===== src/design/bfbp_pkg.sv =====
// Shared constants, status codes and controller/datapath signal groups for the buffer pool.
package bfbp_pkg;

  // Default table depth and address width.
  localparam int BFBP_SLOTS     = 16;
  localparam int BFBP_ADDR_BITS = 48;

  // Fixed field widths of the channels.
  localparam int BYTES_W  = 32;
  localparam int STATUS_W = 3;
  localparam int INDEX_W  = 4;
  localparam int LIMIT_W  = 5;

  // Request kinds.
  localparam logic REQ_ALLOC   = 1'b0;
  localparam logic REQ_RELEASE = 1'b1;

  // Result status codes.
  typedef enum logic [STATUS_W-1:0] {
    ST_REUSED      = 3'd0,
    ST_NEW         = 3'd1,
    ST_ALLOC_FAIL  = 3'd2,
    ST_POOL_FULL   = 3'd3,
    ST_RELEASED    = 3'd4,
    ST_NOT_IN_POOL = 3'd5
  } status_t;

  // Commands from the controller to the datapath.
  typedef struct packed {
    logic start;   // latch the request and clear the scan result
    logic issue;   // read the slot at the scan pointer and advance it
    logic commit;  // apply the decision and load the result register
  } cmd_t;

  // Status from the datapath to the controller.
  typedef struct packed {
    logic empty;      // no slots in the pool yet
    logic scan_last;  // the scan pointer is at the last slot in use
    logic out_free;   // the result register can take a new item
  } stat_t;

endpackage


===== src/design/bfbp_req_if.sv =====
// Request channel: valid/ready handshake carrying one allocate or release item.
interface bfbp_req_if
  import bfbp_pkg::*;
#(
  parameter int ADDR_BITS = BFBP_ADDR_BITS
) ();
  logic                 valid;
  logic                 ready;
  logic                 req_type;
  logic [BYTES_W-1:0]   req_bytes;
  logic [ADDR_BITS-1:0] fresh_base;
  logic                 fresh_ok;
  logic [ADDR_BITS-1:0] release_addr;

  modport source (output valid, req_type, req_bytes, fresh_base, fresh_ok, release_addr,
                  input ready);
  modport sink (input valid, req_type, req_bytes, fresh_base, fresh_ok, release_addr,
                output ready);
endinterface


===== src/design/bfbp_rsp_if.sv =====
// Result channel: valid/ready handshake carrying one result item.
interface bfbp_rsp_if
  import bfbp_pkg::*;
#(
  parameter int ADDR_BITS = BFBP_ADDR_BITS
) ();
  logic                 valid;
  logic                 ready;
  logic [STATUS_W-1:0]  status;
  logic [INDEX_W-1:0]   slot_index;
  logic [ADDR_BITS-1:0] base_addr;
  logic [BYTES_W-1:0]   grant_bytes;

  modport source (output valid, status, slot_index, base_addr, grant_bytes, input ready);
  modport sink (input valid, status, slot_index, base_addr, grant_bytes, output ready);
endinterface


===== src/design/bfbp_cfg_if.sv =====
// Configuration write channel: valid/ready handshake carrying the entry limit.
interface bfbp_cfg_if
  import bfbp_pkg::*;
();
  logic               valid;
  logic               ready;
  logic [LIMIT_W-1:0] data;

  modport source (output valid, data, input ready);
  modport sink (input valid, data, output ready);
endinterface


===== src/design/bfbp_ram.sv =====
// Generic single-port-write, single-port-read RAM with registered read data.
module bfbp_ram
  import bfbp_pkg::*;
#(
  parameter int WIDTH = 8,
  parameter int DEPTH = BFBP_SLOTS
) (
  input  logic                                  clk,
  input  logic                                  we,
  input  logic [(DEPTH > 1 ? $clog2(DEPTH) : 1)-1:0] waddr,
  input  logic [WIDTH-1:0]                      wdata,
  input  logic [(DEPTH > 1 ? $clog2(DEPTH) : 1)-1:0] raddr,
  output logic [WIDTH-1:0]                      rdata
);

  logic [WIDTH-1:0] mem [DEPTH];

  // Write port and registered read port.
  always_ff @(posedge clk) begin
    if (we) begin
      mem[waddr] <= wdata;
    end
    rdata <= mem[raddr];
  end

endmodule


===== src/design/bfbp_ctrl.sv =====
// Controller state machine: sequences accept, slot scan, decision and result hand-off.
module bfbp_ctrl
  import bfbp_pkg::*;
(
  input  logic  clk,
  input  logic  rst,
  input  logic  in_valid,
  output logic  in_ready,
  input  stat_t stat,
  output cmd_t  cmd
);

  typedef enum logic [3:0] {
    S_IDLE   = 4'b0001,
    S_SCAN   = 4'b0010,
    S_DRAIN  = 4'b0100,
    S_FINISH = 4'b1000
  } state_t;

  state_t state, state_next;

  // State register.
  always_ff @(posedge clk) begin
    if (rst) begin
      state <= S_IDLE;
    end else begin
      state <= state_next;
    end
  end

  // Next state and commands.
  always_comb begin
    state_next = state;
    cmd        = '0;
    in_ready   = 1'b0;
    case (state)
      S_IDLE: begin
        in_ready = 1'b1;
        if (in_valid) begin
          cmd.start  = 1'b1;
          state_next = stat.empty ? S_FINISH : S_SCAN;
        end
      end
      S_SCAN: begin
        cmd.issue = 1'b1;
        if (stat.scan_last) begin
          state_next = S_DRAIN;
        end
      end
      S_DRAIN: begin
        // The last slot read is being examined this cycle.
        state_next = S_FINISH;
      end
      S_FINISH: begin
        if (stat.out_free) begin
          cmd.commit = 1'b1;
          state_next = S_IDLE;
        end
      end
      default: begin
        state_next = S_IDLE;
      end
    endcase
  end

endmodule


===== src/design/bfbp_dp.sv =====
// Datapath: request register, slot table, best-fit and address-match scan, result register.
module bfbp_dp
  import bfbp_pkg::*;
#(
  parameter int SLOTS     = BFBP_SLOTS,
  parameter int ADDR_BITS = BFBP_ADDR_BITS
) (
  input  logic                 clk,
  input  logic                 rst,
  input  cmd_t                 cmd,
  output stat_t                stat,
  // Request fields
  input  logic                 in_type,
  input  logic [BYTES_W-1:0]   in_bytes,
  input  logic [ADDR_BITS-1:0] in_fresh_base,
  input  logic                 in_fresh_ok,
  input  logic [ADDR_BITS-1:0] in_release_addr,
  // Configuration write
  input  logic                 cfg_we,
  input  logic [LIMIT_W-1:0]   cfg_data,
  // Result channel
  output logic                 out_valid,
  input  logic                 out_ready,
  output logic [STATUS_W-1:0]  out_status,
  output logic [INDEX_W-1:0]   out_index,
  output logic [ADDR_BITS-1:0] out_base,
  output logic [BYTES_W-1:0]   out_bytes
);

  localparam int IW = (SLOTS > 1) ? $clog2(SLOTS) : 1;
  localparam int CW = $clog2(SLOTS + 1);
  localparam int LW = (CW > LIMIT_W) ? CW : LIMIT_W;
  localparam int RW = ADDR_BITS + BYTES_W;

  // Latched request.
  logic                 r_type;
  logic [BYTES_W-1:0]   r_bytes;
  logic [ADDR_BITS-1:0] r_fresh_base;
  logic                 r_fresh_ok;
  logic [ADDR_BITS-1:0] r_addr;

  // Pool state and configuration.
  logic [LIMIT_W-1:0] max_entries;
  logic [CW-1:0]      slot_count;
  logic [SLOTS-1:0]   slot_busy;

  // Scan pipeline and best candidate so far.
  logic [IW-1:0]        ptr;
  logic                 chk_valid;
  logic [IW-1:0]        chk_idx;
  logic                 found;
  logic [IW-1:0]        cand_idx;
  logic [BYTES_W-1:0]   best_cap;
  logic [ADDR_BITS-1:0] best_base;

  // Table memory: base address over capacity.
  logic          ram_we;
  logic [RW-1:0] ram_rdata;

  bfbp_ram #(
    .WIDTH (RW),
    .DEPTH (SLOTS)
  ) u_table (
    .clk   (clk),
    .we    (ram_we),
    .waddr (slot_count[IW-1:0]),
    .wdata ({r_fresh_base, r_bytes}),
    .raddr (ptr),
    .rdata (ram_rdata)
  );

  logic [BYTES_W-1:0]   rd_cap;
  logic [ADDR_BITS-1:0] rd_base;
  logic                 fits;
  logic                 take;
  logic [CW:0]          ptr_plus;

  assign rd_cap  = ram_rdata[BYTES_W-1:0];
  assign rd_base = ram_rdata[RW-1:BYTES_W];

  // Candidate test for the slot whose data has just been read.
  assign fits = !slot_busy[chk_idx] && (rd_cap >= r_bytes);
  always_comb begin
    if (r_type == REQ_RELEASE) begin
      take = chk_valid && !found && (rd_base == r_addr) && (r_addr != '0);
    end else begin
      take = chk_valid && fits && (!found || (rd_cap < best_cap));
    end
  end

  // Status towards the controller.
  assign ptr_plus       = (CW + 1)'(ptr) + 1'b1;
  assign stat.empty     = (slot_count == '0);
  assign stat.scan_last = (ptr_plus == (CW + 1)'(slot_count));
  assign stat.out_free  = !out_valid || out_ready;

  // Effective entry limit; zero or too large means the whole table.
  logic [LW-1:0] limit;
  logic          room;
  always_comb begin
    if ((max_entries == '0) || (LW'(max_entries) > LW'(SLOTS))) begin
      limit = LW'(SLOTS);
    end else begin
      limit = LW'(max_entries);
    end
  end
  assign room = LW'(slot_count) < limit;

  // Decision at the end of the scan.
  status_t              res_status;
  logic [IW-1:0]        res_idx;
  logic [ADDR_BITS-1:0] res_base;
  logic [BYTES_W-1:0]   res_bytes;
  logic                 do_new;

  always_comb begin
    res_status = ST_NOT_IN_POOL;
    res_idx    = '0;
    res_base   = '0;
    res_bytes  = '0;
    do_new     = 1'b0;
    if (r_type == REQ_RELEASE) begin
      if (found) begin
        res_status = ST_RELEASED;
        res_idx    = cand_idx;
        res_base   = best_base;
        res_bytes  = best_cap;
      end
    end else if (found) begin
      res_status = ST_REUSED;
      res_idx    = cand_idx;
      res_base   = best_base;
      res_bytes  = best_cap;
    end else if (room) begin
      if (r_fresh_ok) begin
        do_new     = 1'b1;
        res_status = ST_NEW;
        res_idx    = slot_count[IW-1:0];
        res_base   = r_fresh_base;
        res_bytes  = r_bytes;
      end else begin
        res_status = ST_ALLOC_FAIL;
      end
    end else begin
      res_status = ST_POOL_FULL;
    end
  end

  assign ram_we = cmd.commit && do_new;

  // Request register.
  always_ff @(posedge clk) begin
    if (cmd.start) begin
      r_type       <= in_type;
      r_bytes      <= in_bytes;
      r_fresh_base <= in_fresh_base;
      r_fresh_ok   <= in_fresh_ok;
      r_addr       <= in_release_addr;
    end
  end

  // Scan control: pointer, read tracking and the best candidate flag.
  always_ff @(posedge clk) begin
    if (rst) begin
      ptr       <= '0;
      chk_valid <= 1'b0;
      found     <= 1'b0;
    end else begin
      chk_valid <= cmd.issue;
      if (cmd.start) begin
        ptr   <= '0;
        found <= 1'b0;
      end else begin
        if (cmd.issue) begin
          ptr <= ptr + 1'b1;
        end
        if (take) begin
          found <= 1'b1;
        end
      end
    end
  end

  // Scan payload: index in flight and the chosen slot's contents.
  always_ff @(posedge clk) begin
    chk_idx <= ptr;
    if (take) begin
      cand_idx  <= chk_idx;
      best_cap  <= rd_cap;
      best_base <= rd_base;
    end
  end

  // Pool state: limit register, slot count and busy marks.
  always_ff @(posedge clk) begin
    if (rst) begin
      max_entries <= '0;
      slot_count  <= '0;
      slot_busy   <= '0;
    end else begin
      if (cfg_we) begin
        max_entries <= cfg_data;
      end
      if (cmd.commit) begin
        if (do_new) begin
          slot_count <= slot_count + 1'b1;
          slot_busy[slot_count[IW-1:0]] <= 1'b1;
        end else if (found) begin
          slot_busy[cand_idx] <= (r_type == REQ_ALLOC);
        end
      end
    end
  end

  // Result register: holds an item until the receiver takes it.
  always_ff @(posedge clk) begin
    if (rst) begin
      out_valid <= 1'b0;
    end else if (cmd.commit) begin
      out_valid <= 1'b1;
    end else if (out_ready) begin
      out_valid <= 1'b0;
    end
  end

  always_ff @(posedge clk) begin
    if (cmd.commit) begin
      out_status <= res_status;
      out_index  <= INDEX_W'(res_idx);
      out_base   <= res_base;
      out_bytes  <= res_bytes;
    end
  end

endmodule


===== src/design/best_fit_buffer_pool.sv =====
// Top level of the best-fit buffer pool: channel wiring of controller and datapath.
//
// The pool keeps up to SLOTS buffer slots (base, capacity, busy mark). On the
// req channel an item is either an allocate (req_type 0: req_bytes, plus
// fresh_base/fresh_ok from the external allocator for a possible new slot) or
// a release (req_type 1: release_addr). Each item gives exactly one result item
// on the rsp channel with a status, slot index, base address and byte count.
// The cfg channel writes the entry limit; it is always ready and should only be
// written while no request is in flight.
// Each request reads the slots in use one per cycle through the table RAM's
// single registered read port. The controller steps from idle through scan and
// drain to finish, where the decision is loaded into the result register, and
// then back to idle, where req is ready again; with an empty pool it goes from
// idle straight to finish. Requests are handled one at a time; the next item is
// accepted while a result still waits.
// If the receiver stalls, the result is held and the following request is
// accepted and scanned, then waits for the result register to empty.
// Reset (rst, synchronous) empties the pool, clears every busy mark, sets the
// limit to zero (whole table) and drops any pending result.
module best_fit_buffer_pool
  import bfbp_pkg::*;
#(
  parameter int SLOTS     = BFBP_SLOTS,
  parameter int ADDR_BITS = BFBP_ADDR_BITS
) (
  input logic       clk,
  input logic       rst,
  bfbp_req_if.sink  req,
  bfbp_rsp_if.source rsp,
  bfbp_cfg_if.sink  cfg
);

  cmd_t  cmd;
  stat_t stat;

  // The limit register takes a write in any cycle.
  assign cfg.ready = 1'b1;

  bfbp_ctrl u_ctrl (
    .clk      (clk),
    .rst      (rst),
    .in_valid (req.valid),
    .in_ready (req.ready),
    .stat     (stat),
    .cmd      (cmd)
  );

  bfbp_dp #(
    .SLOTS     (SLOTS),
    .ADDR_BITS (ADDR_BITS)
  ) u_dp (
    .clk             (clk),
    .rst             (rst),
    .cmd             (cmd),
    .stat            (stat),
    .in_type         (req.req_type),
    .in_bytes        (req.req_bytes),
    .in_fresh_base   (req.fresh_base),
    .in_fresh_ok     (req.fresh_ok),
    .in_release_addr (req.release_addr),
    .cfg_we          (cfg.valid),
    .cfg_data        (cfg.data),
    .out_valid       (rsp.valid),
    .out_ready       (rsp.ready),
    .out_status      (rsp.status),
    .out_index       (rsp.slot_index),
    .out_base        (rsp.base_addr),
    .out_bytes       (rsp.grant_bytes)
  );

endmodule


===== src/flat_wrapper.sv =====
// flat-port wrapper written by rule: the top's interface ports become plain ports
module best_fit_buffer_pool_flat import bfbp_pkg::*;
#(
  parameter int SLOTS     = BFBP_SLOTS,
  parameter int ADDR_BITS = BFBP_ADDR_BITS
)
  (clk, rst, req_valid, req_req_type, req_req_bytes, req_fresh_base, req_fresh_ok, req_release_addr, req_ready, rsp_valid, rsp_status, rsp_slot_index, rsp_base_addr, rsp_grant_bytes, rsp_ready, cfg_valid, cfg_data, cfg_ready);
  bfbp_req_if #(.ADDR_BITS(ADDR_BITS)) req_i ();
  bfbp_rsp_if #(.ADDR_BITS(ADDR_BITS)) rsp_i ();
  bfbp_cfg_if cfg_i ();
  input logic clk;
  input logic rst;
  input wire logic [$bits(req_i.valid)-1:0] req_valid;
  input wire logic [$bits(req_i.req_type)-1:0] req_req_type;
  input wire logic [$bits(req_i.req_bytes)-1:0] req_req_bytes;
  input wire logic [$bits(req_i.fresh_base)-1:0] req_fresh_base;
  input wire logic [$bits(req_i.fresh_ok)-1:0] req_fresh_ok;
  input wire logic [$bits(req_i.release_addr)-1:0] req_release_addr;
  output wire logic [$bits(req_i.ready)-1:0] req_ready;
  output wire logic [$bits(rsp_i.valid)-1:0] rsp_valid;
  output wire logic [$bits(rsp_i.status)-1:0] rsp_status;
  output wire logic [$bits(rsp_i.slot_index)-1:0] rsp_slot_index;
  output wire logic [$bits(rsp_i.base_addr)-1:0] rsp_base_addr;
  output wire logic [$bits(rsp_i.grant_bytes)-1:0] rsp_grant_bytes;
  input wire logic [$bits(rsp_i.ready)-1:0] rsp_ready;
  input wire logic [$bits(cfg_i.valid)-1:0] cfg_valid;
  input wire logic [$bits(cfg_i.data)-1:0] cfg_data;
  output wire logic [$bits(cfg_i.ready)-1:0] cfg_ready;
  assign req_i.valid = req_valid;
  assign req_i.req_type = req_req_type;
  assign req_i.req_bytes = req_req_bytes;
  assign req_i.fresh_base = req_fresh_base;
  assign req_i.fresh_ok = req_fresh_ok;
  assign req_i.release_addr = req_release_addr;
  assign req_ready = req_i.ready;
  assign rsp_valid = rsp_i.valid;
  assign rsp_status = rsp_i.status;
  assign rsp_slot_index = rsp_i.slot_index;
  assign rsp_base_addr = rsp_i.base_addr;
  assign rsp_grant_bytes = rsp_i.grant_bytes;
  assign rsp_i.ready = rsp_ready;
  assign cfg_i.valid = cfg_valid;
  assign cfg_i.data = cfg_data;
  assign cfg_ready = cfg_i.ready;
  best_fit_buffer_pool #(.SLOTS(SLOTS), .ADDR_BITS(ADDR_BITS)) u_core (.clk(clk), .rst(rst), .req(req_i), .rsp(rsp_i), .cfg(cfg_i));
endmodule

===== config.mk =====
export PLATFORM = sky130hd
export DESIGN_NAME = best_fit_buffer_pool_flat
export DESIGN_NICKNAME = d
export VERILOG_FILES = /design/src/design/bfbp_pkg.sv /design/src/design/bfbp_req_if.sv /design/src/design/bfbp_rsp_if.sv /design/src/design/bfbp_cfg_if.sv /design/src/design/bfbp_ram.sv /design/src/design/bfbp_ctrl.sv /design/src/design/bfbp_dp.sv /design/src/design/best_fit_buffer_pool.sv /design/src/flat_wrapper.sv
export SDC_FILE = /design/constraint.sdc
export NUM_CORES = 2
export LEC_CHECK = 0
export ABC_CLOCK_PERIOD_IN_PS = 10100
export BUFFER_PORTS_ARGS = -buffer_cell sky130_fd_sc_hd__buf_2
export CAP_MARGIN = 20
export CORE_ASPECT_RATIO = 0.5
export CORE_MARGIN = 8
export CORE_UTILIZATION = 39
export CTS_CLUSTER_SIZE = 10
export DETAILED_ROUTE_END_ITERATION = 16
export PLACE_DENSITY_LB_ADDON = 0.15
export SLEW_MARGIN = 20
export SYNTH_ARGS = -nofsm -noshare
export SYNTH_HDL_FRONTEND = slang
export SYNTH_SLANG_ARGS = --single-unit

===== constraint.sdc =====
create_clock -name clk -period 10.1 [get_ports clk]
set_clock_uncertainty 0.2 [all_clocks]
set_input_delay 1.01 -clock clk [delete_from_list [all_inputs] [get_ports clk]]
set_output_delay 1.01 -clock clk [all_outputs]
set_load 0.02 [all_outputs]

* Yosys cells after proc, flatten, opt, wreduce, memory -nomap -nowiden
Memory sizes are Yosys's and may differ from the RTL's. A register that Yosys moved wholly into a read port is not among the register bits.
Index checks and enable logic that the tools add are counted.
** Word-level totals
- RAM bits :: 1280
- Bits in registers :: 342
- Memories kept :: 1
- Output and inout bits :: 90
- Word-level logic and storage cells :: 119
** Cells by class
- $lt $le $gt $ge :: 9
- Add/subtract/negate cells :: 3
- Bitwise gates (word level) :: 2
- Mux-type cells :: 50
- Reductions and logical operators :: 24
- Equal/unequal tests :: 9
** Memories
- u_core.u_dp.u_table.mem :: depth 16, width 80, rd ports 1, clocked after memory_dff 1, wr ports 1, RTL line bfbp_ram.sv:16 : logic [WIDTH-1:0] mem [DEPTH];
** Operators with widths (count)
- 48-bit 2-to-1 mux :: 5
- 32-bit 2-to-1 mux :: 5
- 48-bit equality test :: 1
- 48-bit nonzero test :: 1
- 4-bit 2-to-1 mux :: 9
- 32-bit greater-or-equal comparator :: 1
- 32-bit less-than comparator :: 1
- 16-bit 2-to-1 mux :: 2
- 1-bit 2-to-1 mux :: 19
- 16-bit bitwise mux :: 1
- 16-bit bitwise OR :: 1
- 4-bit one-hot mux with 4 select lines :: 1
- 4-bit by 5-bit less-than comparator with 1-bit output (second input constant) :: 3
- 5-bit logical NOT :: 2
- 1-bit logical AND :: 9
- 3-bit 2-to-1 mux :: 3
- 1-bit demux with 4-bit select :: 2
- 4-bit by 1-bit greater-or-equal comparator with 1-bit output (second input constant) :: 2
- 4-bit by 1-bit adder with 5-bit output (second input constant) :: 1
- 5-bit by 1-bit adder with 5-bit output (second input constant) :: 1
- 5-bit equality test :: 1
- 5-bit > comparator (second input constant) :: 1
- 5-bit less-than comparator :: 1
- 5-bit 2-to-1 mux :: 1
- other kinds (16) :: 23

* Depth between registers and ports, before layout
- Word-level depth :: 10
- Gate-level depth with buffers :: 11

* Hierarchy
A second synthesis with hierarchy kept.
** Unflattened totals
- Cell total of the unflattened synthesis :: 3020
- Area, all modules :: 63796.2 um^2
** By module, submodules not included
- bfbp_ram :: instances 1, cells an instance 2054, area an instance 49422.4 um^2, seq. area each 40038.4 um^2
- bfbp_dp :: instances 1, cells an instance 931, area an instance 14057.2 um^2, seq. area each 9779.4 um^2
- bfbp_ctrl :: instances 1, cells an instance 33, area an instance 305.3 um^2, seq. area each 80.1 um^2
- best_fit_buffer_pool :: instances 1, cells an instance 2, area an instance 11.3 um^2, seq. area each 0.0 um^2

* Worst setup path before layout
No wires, ideal clock.
- Kind :: register to register
- Start point :: register u_core.u_dp.max_entries[0]
- End point :: memory u_core.u_dp.u_table.mem[1][0] in the netlist's numbering (enable)
- Slack :: 1.435 ns
- Data arrival time :: 7.849 ns
- Library setup time :: 0.616 ns
- Path buffers :: 1
- Cell stages (with the launch flop) :: 11
- Period minus slack after synthesis :: 8.665 ns
- Cell sequence :: dfxtp_1 > or4_1 > ha_1 > nand2b_1 > ha_1 > a21oi_1 > o21ai_1 > a211oi_4 > buf_4 > nand2_1 > nor3_1
** Between the ends
- Longest elaborated chain between the ends :: 10
- Elaborated cells between the ends (all ways) :: 11
- Those cells by class :: 2 x order compare; 6 x mux; 3 x reduce/logical
** Ends and longest elaborated chain
- start: declaration :: RTL line bfbp_dp.sv:43 : logic [LIMIT_W-1:0] max_entries;
- start signal: assignment :: RTL line bfbp_dp.sv:202 : max_entries <= cfg_data;
- 5-bit > comparator / 5-bit logical NOT (equally long branches) :: RTL line bfbp_dp.sv:101 : if ((max_entries == '0) || (LW'(max_entries) > LW'(SLOTS))) begin
- 1-bit logical OR :: RTL line bfbp_dp.sv:101
- 5-bit 2-to-1 mux * :: RTL line bfbp_dp.sv:101
- 5-bit less-than comparator * :: RTL line bfbp_dp.sv:107 : assign room = LW'(slot_count) < limit;
- 1-bit 2-to-1 mux * :: RTL line bfbp_dp.sv:134 : end else if (room) begin
- 1-bit 2-to-1 mux * :: RTL line bfbp_dp.sv:129 : end else if (found) begin
- 1-bit 2-to-1 mux * :: RTL line bfbp_dp.sv:122 : if (r_type == REQ_RELEASE) begin
- 1-bit logical AND * :: RTL line bfbp_dp.sv:149 : assign ram_we = cmd.commit && do_new;
- 1-bit 2-to-1 mux * :: RTL line bfbp_ram.sv:20 : if (we) begin
- 1-bit 2-to-1 mux (implied by the code) * :: RTL line bfbp_ram.sv:21 : mem[waddr] <= wdata;
- end: declaration :: RTL line bfbp_ram.sv:16
Every way passes the cells marked *; elsewhere a longest branch is shown, timed or not.

* Worst setup path after layout
- Start point :: register u_core.u_dp.r_bytes[31]
- End point :: register u_core.u_dp.best_base[15] (enable)
** Between the ends
- Longest elaborated chain between the ends :: 5
** Ends and longest elaborated chain
- start: declaration :: RTL line bfbp_dp.sv:37 : logic [BYTES_W-1:0] r_bytes;
- start signal: assignment :: RTL line bfbp_dp.sv:155 : r_bytes <= in_bytes;
- 32-bit greater-or-equal comparator :: RTL line bfbp_dp.sv:82 : assign fits = !slot_busy[chk_idx] && (rd_cap >= r_bytes);
- 1-bit logical AND :: RTL line bfbp_dp.sv:82
- 1-bit logical AND (2 in a row) :: RTL line bfbp_dp.sv:87 : take = chk_valid && fits && (!found || (rd_cap < best_cap));
- 1-bit 2-to-1 mux :: RTL line bfbp_dp.sv:84 : if (r_type == REQ_RELEASE) begin
- net u_core.u_dp.take :: RTL line bfbp_dp.sv:75 : logic take;
- end signal: assignment :: RTL line bfbp_dp.sv:190 : best_base <= rd_base;
- end: declaration :: RTL line bfbp_dp.sv:54 : logic [ADDR_BITS-1:0] best_base;
The timed path passes the listed nets, and every way through them passes these cells.
A chain may end at the register's enable or synchronous reset.

==> qor.yml <==
worst_setup_path:
  crit_arrival_ps: 6070
  reg2reg_from: "u_core.u_dp.r_bytes[31]"
  ff2ff_path_depth: 11
  r2r-end: "u_core.u_dp.best_base[15]"
  ff2ff_setup_slack_ps: 4260
  critPathKind: "reg2reg"
  crit_path_start_kind: "flip-flop"
  cp_data_required_time_ps: 10330
  cp-end-kind: "flip-flop"
  critPathMaxFanout: 43
placement:
  dp_hpwl_mm: 90.6
  placed_cell_area_mm2: 0.0678
  gp_congestion: 0.785
  io_buffers: 228
  placed_cells: 5197
worst_hold_path:
  holdPathEnd: "u_core.u_dp.r_fresh_base[17]"
  hold_path_class: "in2reg"
  hp-start: "req_fresh_base[17]"
  min_path_cells: 1
floorplanning:
  fp.dieW_um: 588
  rows: 105
  coreArea_mm2: 0.163
  initial_utilization: 0.391
  die_h_um: 302
  ios: 230
  die_area_mm2: 0.177
yosys:
  synth_cell_types: 66
  ys_warn_count: 0
  synth-seq-area-share: 0.783
  syn_nets: 3046
  synth_xor_area_frac: 0.00811
  syn_area_mm2: 0.0637
  syn_area_per_cell_um2: 22.5
  netlist_instances: 2833
  ys_ff_latch: 1702
  synth_largest_area_cell: "edfxtp_1"
  synthMuxAreaShare: 0.144
  synthTopCellsByArea: "edfxtp_1, mux4_2, dfxtp_1, ha_1, a22o_1"
  synth_top_family_by_area: "multiplexers"
  synth_ff_type: "edfxtp_1"
  synth_simple_gate_area_frac: 0.0152
  synth_adder_area_share: 0.0143
  synth_edf_count: 1581
  synth-compound-area-share: 0.0237
  async_flop_share: 0
  yosysTopAreaCellShare: 0.745
cts:
  clk-insertion-delay-late_ps: 800
  htreeDepth: 4
  clockRootBuffer: "clkbuf_16"
  cts_sinks: 1702
  cts_tree: "yes"
  cts_setup_buffers: 0
  cts_inserted_buffers: 188
  clk_pin_slew_worst_paths_ps: 60
  clk_path_buf_depth: 3
  cts_hold_buf: 0
  cts_resized: 0
final_layout:
  area_growth_pct: 15.1
  drive_gt1_frac: 0.281
  final_cells: 5546
  n_fill_cell: 13800
  nets: 3408
  final_core_util: 0.450
  final_common_cell: "edfxtp_1"
  finalInstanceArea_mm2: 0.0734
  final_cell_mix: "edfxtp_1, mux4_2, buf_2"
timing:
  max-slew-margin-rel: 0.285
  finalMaxSlewViolations: 0
  setup_violations: 0
  period_share: 0.578
  finalHoldViolations: 0
  max_slew.worst_pin.slew_ps: 1070
  fin_crit_ps: 5840
  rsz0062_at_grt: "no"
  fmax_mhz: 171
  timing.setup.tns_ps: 0
pwr:
  leakagePower_nw: 23.1
  vdd_drop_max_mv: 0.137
  power_density_mw_per_mm2: 199
  total_power_mw: 14.6
route:
  first_pass_iters: 8
  wire_per_inst_um: 28.7
  avgViaCountPerCell: 5.38
  drc: 0
  drt.antenna.violating_nets: 0
  wl_mm: 159
  drt_iter0_drc: 2552
  vias: 29800
grt:
  grt.overflow.total: 0
  grt_max_degree: 92
  grt_pass1_wl_mm: 229
  grtUsageTotal: 0.178
  antenna_found_initial: 3
  grt_pass1_vias: 31800
run:
  max_cap_violations: 0
run_status:
  status: "complete, no violations"
-- synth_stat cells (all sizes together) (14+ instances only) --
cell and n:
buf 42, ha 73, nand4 15, inv 71
a22o 51, a21oi 33, o21ai 24, mux4 405
o22ai 32, nor4 25, a211oi 23, xor2 38
edfxtp 1581, dfxtp 121, nand2 32, xnor2 21
nor2 49, clkbuf 78, nor3 14
-- cells by family after synthesis --
| family | after synthesis |
|---|---|
| flip-flops | 1702 |
| multiplexers | 411 |
| AO/OA/AOI/OAI | 210 |
| buffers and inverters | 193 |
| AND/OR/NAND/NOR | 184 |
| adder cells (fa/ha/maj) | 73 |
| XOR/XNOR | 59 |
| other | 1 |
-- worst max-delay path by stage --
stage                                    start  cells after the start  slack [ps]                             to
finish                 u_core.u_dp.r_bytes[31]                     11        4260      u_core.u_dp.best_base[15]
global route           u_core.u_dp.r_bytes[28]                     11        4010       u_core.u_dp.best_cap[12]
CTS                    u_core.u_dp.r_bytes[31]                     11        4110       u_core.u_dp.best_cap[11]
detailed placement     u_core.u_dp.r_bytes[31]                     11        4110      u_core.u_dp.best_base[14]
global placement       u_core.u_dp.r_bytes[31]                     11        4290      u_core.u_dp.best_base[15]
floorplan           u_core.u_dp.max_entries[0]                     10        1430  u_core.u_dp.u_table.mem[1][0]
-- worst max-delay path, cell delays in order (launching register included) --
cell	delay, ps
edfxtp_1	690
inv_1	160
ha_1	350
nand4_1	170
or2_1	290
or4_1	660
or4_1	570
a21oi_1	180
o21ai_1	190
o21ai_4	540
buf_4	670
buf_4	700
-- report_power, final --
group	internal, mW	switching (mW)	total (mW)
clock	3.53	2.74	6.27
sequential	7.88	0.190	8.07
combinational	0.0924	0.197	0.289
-- flip-flops by register name, indices dropped and copies added, names as in the netlist, 3 cells and up --
register / count
u_core.u_ctrl.state: 4
u_core.u_dp.best_base: 48
u_core.u_dp.best_cap: 32
u_core.u_dp.cand_idx: 4
u_core.u_dp.chk_idx: 4
u_core.u_dp.max_entries: 5
u_core.u_dp.out_base: 48
u_core.u_dp.out_bytes: 32
u_core.u_dp.out_index: 4
u_core.u_dp.out_status: 3
u_core.u_dp.ptr: 4
u_core.u_dp.r_addr: 48
u_core.u_dp.r_bytes: 32
u_core.u_dp.r_fresh_base: 48
u_core.u_dp.slot_busy: 16
u_core.u_dp.slot_count: 5
u_core.u_dp.u_table.mem: 1280
u_core.u_dp.u_table.rdata: 80
-- final cells by class --
type	instances	area (um^2)	area share
diodes	1	2.50	0.0000341
clock buffers	332	5270	0.0718
clock inverters	15	285	0.00389
inverters	73	279	0.00380
multi-input cells	938	13200	0.180
flip-flops and latches	1702	49900	0.680
well taps	2193	2740	0.0374
repair buffers	292	1650	0.0225
-- stage by stage --
step / setup slack (ps) / hold WS [ps]
5_1_grt: 4010 / 123
3_3_place_gp: 4290 / 234
6_report: 4260 / 177
2_1_floorplan: 1430 / 129
3_5_place_dp: 4110 / 240
4_1_cts: 4110 / 106
-- per-layer routing --
| layer | global-route usage | wire length, um | share of wire | vias to the layer above |
|---|---|---|---|---|
| met1 | 0.248 | 71400 | 0.45 | 16200 |
| li1 | - | - | - | 12700 |
| met5 | 0 | 0 | 0 | - |
| met4 | 0.0428 | 3100 | 0.019 | 0 |
| met2 | 0.293 | 77000 | 0.48 | 748 |
| met3 | 0.0319 | 7620 | 0.048 | 202 |
Power figures use the tool's default switching activity.
